**config.mk**
```make
export PLATFORM = sky130hd
export DESIGN_NAME = chrl_ram
export DESIGN_NICKNAME = d
export VERILOG_FILES = /design/src/chrl_ram.sv
export SDC_FILE = /design/constraint.sdc
export NUM_CORES = 1
export LEC_CHECK = 0
export BUFFER_PORTS_ARGS = -buffer_cell sky130_fd_sc_hd__buf_2
export CAP_MARGIN = 20
export CORE_MARGIN = 3
export CORE_UTILIZATION = 54
export CTS_CLUSTER_SIZE = 20
export DETAILED_ROUTE_END_ITERATION = 12
export GPL_TIMING_DRIVEN = 0
export PLACE_DENSITY = 0.73
export SLEW_MARGIN = 20
export SYNTH_ARGS = -nofsm -noshare
export SYNTH_HDL_FRONTEND = slang
export SYNTH_SLANG_ARGS = --single-unit
```
**constraint.sdc**
```tcl
create_clock -name clock -period 1.5 [get_ports clock]
set_input_delay 0.075 -clock clock [delete_from_list [all_inputs] [get_ports clock]]
set_output_delay 0.075 -clock clock [all_outputs]
set_load 0.01 [all_outputs]
```
**src/chrl_ram.sv**
```systemverilog
`timescale 1ns / 1ps
`default_nettype none
// Generic single-write, single-read synchronous RAM with a registered read.
// No dependencies.
module chrl_ram #(
   parameter int unsigned WIDTH = 8,
   parameter int unsigned DEPTH = 16
) (
   input  wire logic                                      clock,
   input  wire logic                                      wr_en,
   input  wire logic [((DEPTH > 1) ? $clog2(DEPTH) : 1)-1:0] wr_addr,
   input  wire logic [WIDTH-1:0]                          wr_data,
   input  wire logic                                      rd_en,
   input  wire logic [((DEPTH > 1) ? $clog2(DEPTH) : 1)-1:0] rd_addr,
   output logic      [WIDTH-1:0]                          rd_data
);

   logic [WIDTH-1:0] mem [DEPTH];

   always_ff @(posedge clock) begin
      if (wr_en) begin
         mem[wr_addr] <= wr_data;
      end
      if (rd_en) begin
         rd_data <= mem[rd_addr];
      end
   end

endmodule
`default_nettype wire
```
==> impl_metrics.yaml <==
run_status:
  status: "finished, final reports clean"
place:
  placed_cells: 383
  place.gp.congestion: 0.721
  port_buffers: 25
  dp_hpwl_um: 6110
  place_area_um2: 5530
power_and_ir_drop:
  power_switching_share_pct: 18.4
  p_leak_nw: 2.09
  p_per_area_nw_per_um2: 1460
  pwr-share-seq_pct: 47.0
  p_int_w: 0.00747
  ir_worst_vdd_uv: 721
  p_comb_share_pct: 4.8
  clock_power_share_pct: 48.2
  p_sw_w: 0.00168
  power_w: 0.00915
synth:
  synth-seq-cells: 136
  synth_cells: 229
  yosysWarnings: 0
  synthTopCellsByArea: "edfxtp_1, mux4_2, mux4_1"
  avgSynthCellArea_um2: 22.8
  synth.distinct_cells: 18
  yosys.area.top_type: "edfxtp_1"
  synth_top_area_share_pct: 78.1
  synthesis.area_um2: 5230
  seq_area_frac_synth_pct: 78.1
  syn_nets: 248
timing:
  fmax_ghz: 0.673
  rsz0062_at_grt: "yes"
  setup_viol: 0
  finalHoldViolations: 0
  fin_crit_sh_pct: 99.1
  maxSlewViolCount: 0
  relSlewSlack_pct: 47.4
  skew_ns: 0.0104
  min_period_ns: 1.49
  worst_pin_slew_ns: 0.786
routing:
  via_per_inst: 5.86
  dr.first_iter.drc_count: 282
  postRouteAntennaNets: 0
  wl_per_cell_um: 23.4
  highest_layer: "met4"
  routed_wl_um: 9890
  wl_met1_um: 4220
  via_count: 2477
  wl_met2_um: 4900
  drc: 0
  met3_length_um: 620
  detail_route.first_pass.iterations: 4
setup_path:
  critPathCaptureType: "flip-flop"
  r2r-end: "rd_data[0]"
  worstRegToRegCells: 3
  worstPathRequired_ns: 1.75
  r2r-start: "mem[2][0]"
  crit_path_end: "rd_data[0]"
  worst-path-max-fanout: 1
  regToRegSetupSlack_ns: 0.01
  critPathLaunch: "mem[2][0]"
  crit_type: "flip-flop to flip-flop"
  start_kind: "flip-flop"
  crit_arrival_ns: 1.73
finish:
  design_area_um2: 6270
  area_growth_pct: 20.0
  seq_area_um2: 4080
  multi_input_area_um2: 1100
  fillers: 584
  utilization_pct: 67.3
  num_antenna_cells: 0
  drive_above_1_share_pct: 31.6
  final_cells: 423
  fin_nets: 301
global_routing:
  overflow: 0
  grt_max_degree: 17
  antenna_found_initial: 0
  grt_pass1_wl_um: 15200
  grt_pass1_vias: 2585
  track_usage_pct: 19.9
clock_network:
  post_cts_buffers: 0
  cts-root-buf: "clkbuf_8"
  numCtsBuffers: 17
  cts_tree: "done"
  clkTransAtPathRegs_ns: 0.06
  ctsLongestPathBuffers: 2
  htree_num_levels: 4
  cts_sinks: 136
  clk_latency_ns: 0.51
floorplan:
  fp.coreArea_um2: 9330
  num_rows: 35
  num_io_pins: 27
  die_x_um: 104
  initial_core_util_pct: 56.0
  die_h_um: 104
  dieArea_um2: 10900
hold_path:
  hold_path.class: "input port to flip-flop"
run:
  cap_violations: 0
[power groups by stage]
stage	clock (W)	combinational [W]	sequential, W
finish	0.00441	0.000441	0.00430
CTS	0.00446	0.000435	0.00430
floorplan	0	0.000216	0.00439
detailed placement	0	0.000408	0.00438
global route	0.00463	0.000474	0.00431
global placement	0	0.000395	0.00437
[worst min path at each step]
| stage | startpoint | to | slack [ns] | cells past startpoint |
|---|---|---|---|---|
| 6_report | wr_addr[1] | mem[12][6] | 0.12 | 2 |
| 4_1_cts | wr_addr[1] | mem[0][5] | 0.09 | 2 |
| 2_1_floorplan | wr_data[0] | mem[0][0] | 0.17 | 0 |
| 3_3_place_gp | rd_en | rd_data[1] | 0.41 | 1 |
| 3_5_place_dp | rd_en | rd_data[2] | 0.42 | 1 |
| 5_1_grt | wr_addr[1] | mem[12][6] | 0.10 | 2 |
[logic make-up (layout without fill, tap and decap cells)]
logic type | after synthesis | in the layout | synth area share (%)
flops | 136 | 136 | 78.1
simple gates | 35 | 35 | 3.14
mux | 32 | 32 | 14.8
compound gates | 16 | 16 | 2.30
buf+inv | 10 | 75 | 1.65
[critical path, cell delays in order (launching register included)]
cell,delay [ns]
edfxtp_1,0.38
mux4_2,0.48
a22oi_2,0.27
nand2_1,0.10
[synthesized netlist by cell type]
cell and instances:
buf_4 1, nand2b_1 2, buf_2 3, mux4_2 18, a22oi_1 16, nor2b_1 1
nand2_1 9, nor3_1 4, buf_6 3, nand3_1 1, and2b_1 1, edfxtp_1 136
and2_1 1, or3b_2 1, clkdlybuf4s25_2 3, nor2_1 13, nand3b_1 2, mux4_1 14
[cell usage in the layout, fill, tap and decap left out, drive strengths merged]
cell,n
clkbuf,19
nor3,4
edfxtp,136
nor2,13
nand3b,2
nand2b,2
and2b,1
a22oi,16
buf,32
nand2,9
clkinv,6
dlygate4sd3,9
nor2b,1
and2,1
clkdlybuf4s25,3
nand3,1
or3b,1
mux4,32
bufinv,6
[routing by layer]
layer / GRT usage [%] / vias up
met5: 0 / -
met4: 9.50 / 0
met3: 4.28 / 9
met2: 30.2 / 104
met1: 27.8 / 1280
li1: - / 1084
[flip-flops by register name, summed over array words and instances, names as in the netlist]
| name | count |
|---|---|
| rd_data | 8 |
| mem | 128 |
[area by class of cell]
class / count / share of cell area, %
Tap cell: 129 / 2.57
Buffer: 10 / 1.38
Multi-Input combinational cell: 83 / 17.5
Clock inverter: 12 / 3.27
Timing Repair Buffer: 34 / 3.43
Clock buffer: 19 / 6.72
Sequential cell: 136 / 65.1
[stage by stage]
step	worst slack (ns)	TNS, ns	hold WS [ns]
floorplan	0.143	0	0.174
global placement	-0.336	-13.95	0.412
detailed placement	-0.237	-7.34	0.421
CTS	-0.000511	-0.000511	0.0878
global route	-0.0108	-0.0108	0.102
finish	0.0133	0	0.119
[timing repair]
action	CTS	global route
gates cloned	0	0
endpoints found under the setup margin	4	4
resized for setup	4	6
hold buffers	9	0
pin swaps	1	2
endpoints found under the hold margin	136	0
Power figures use the tool's default switching activity.
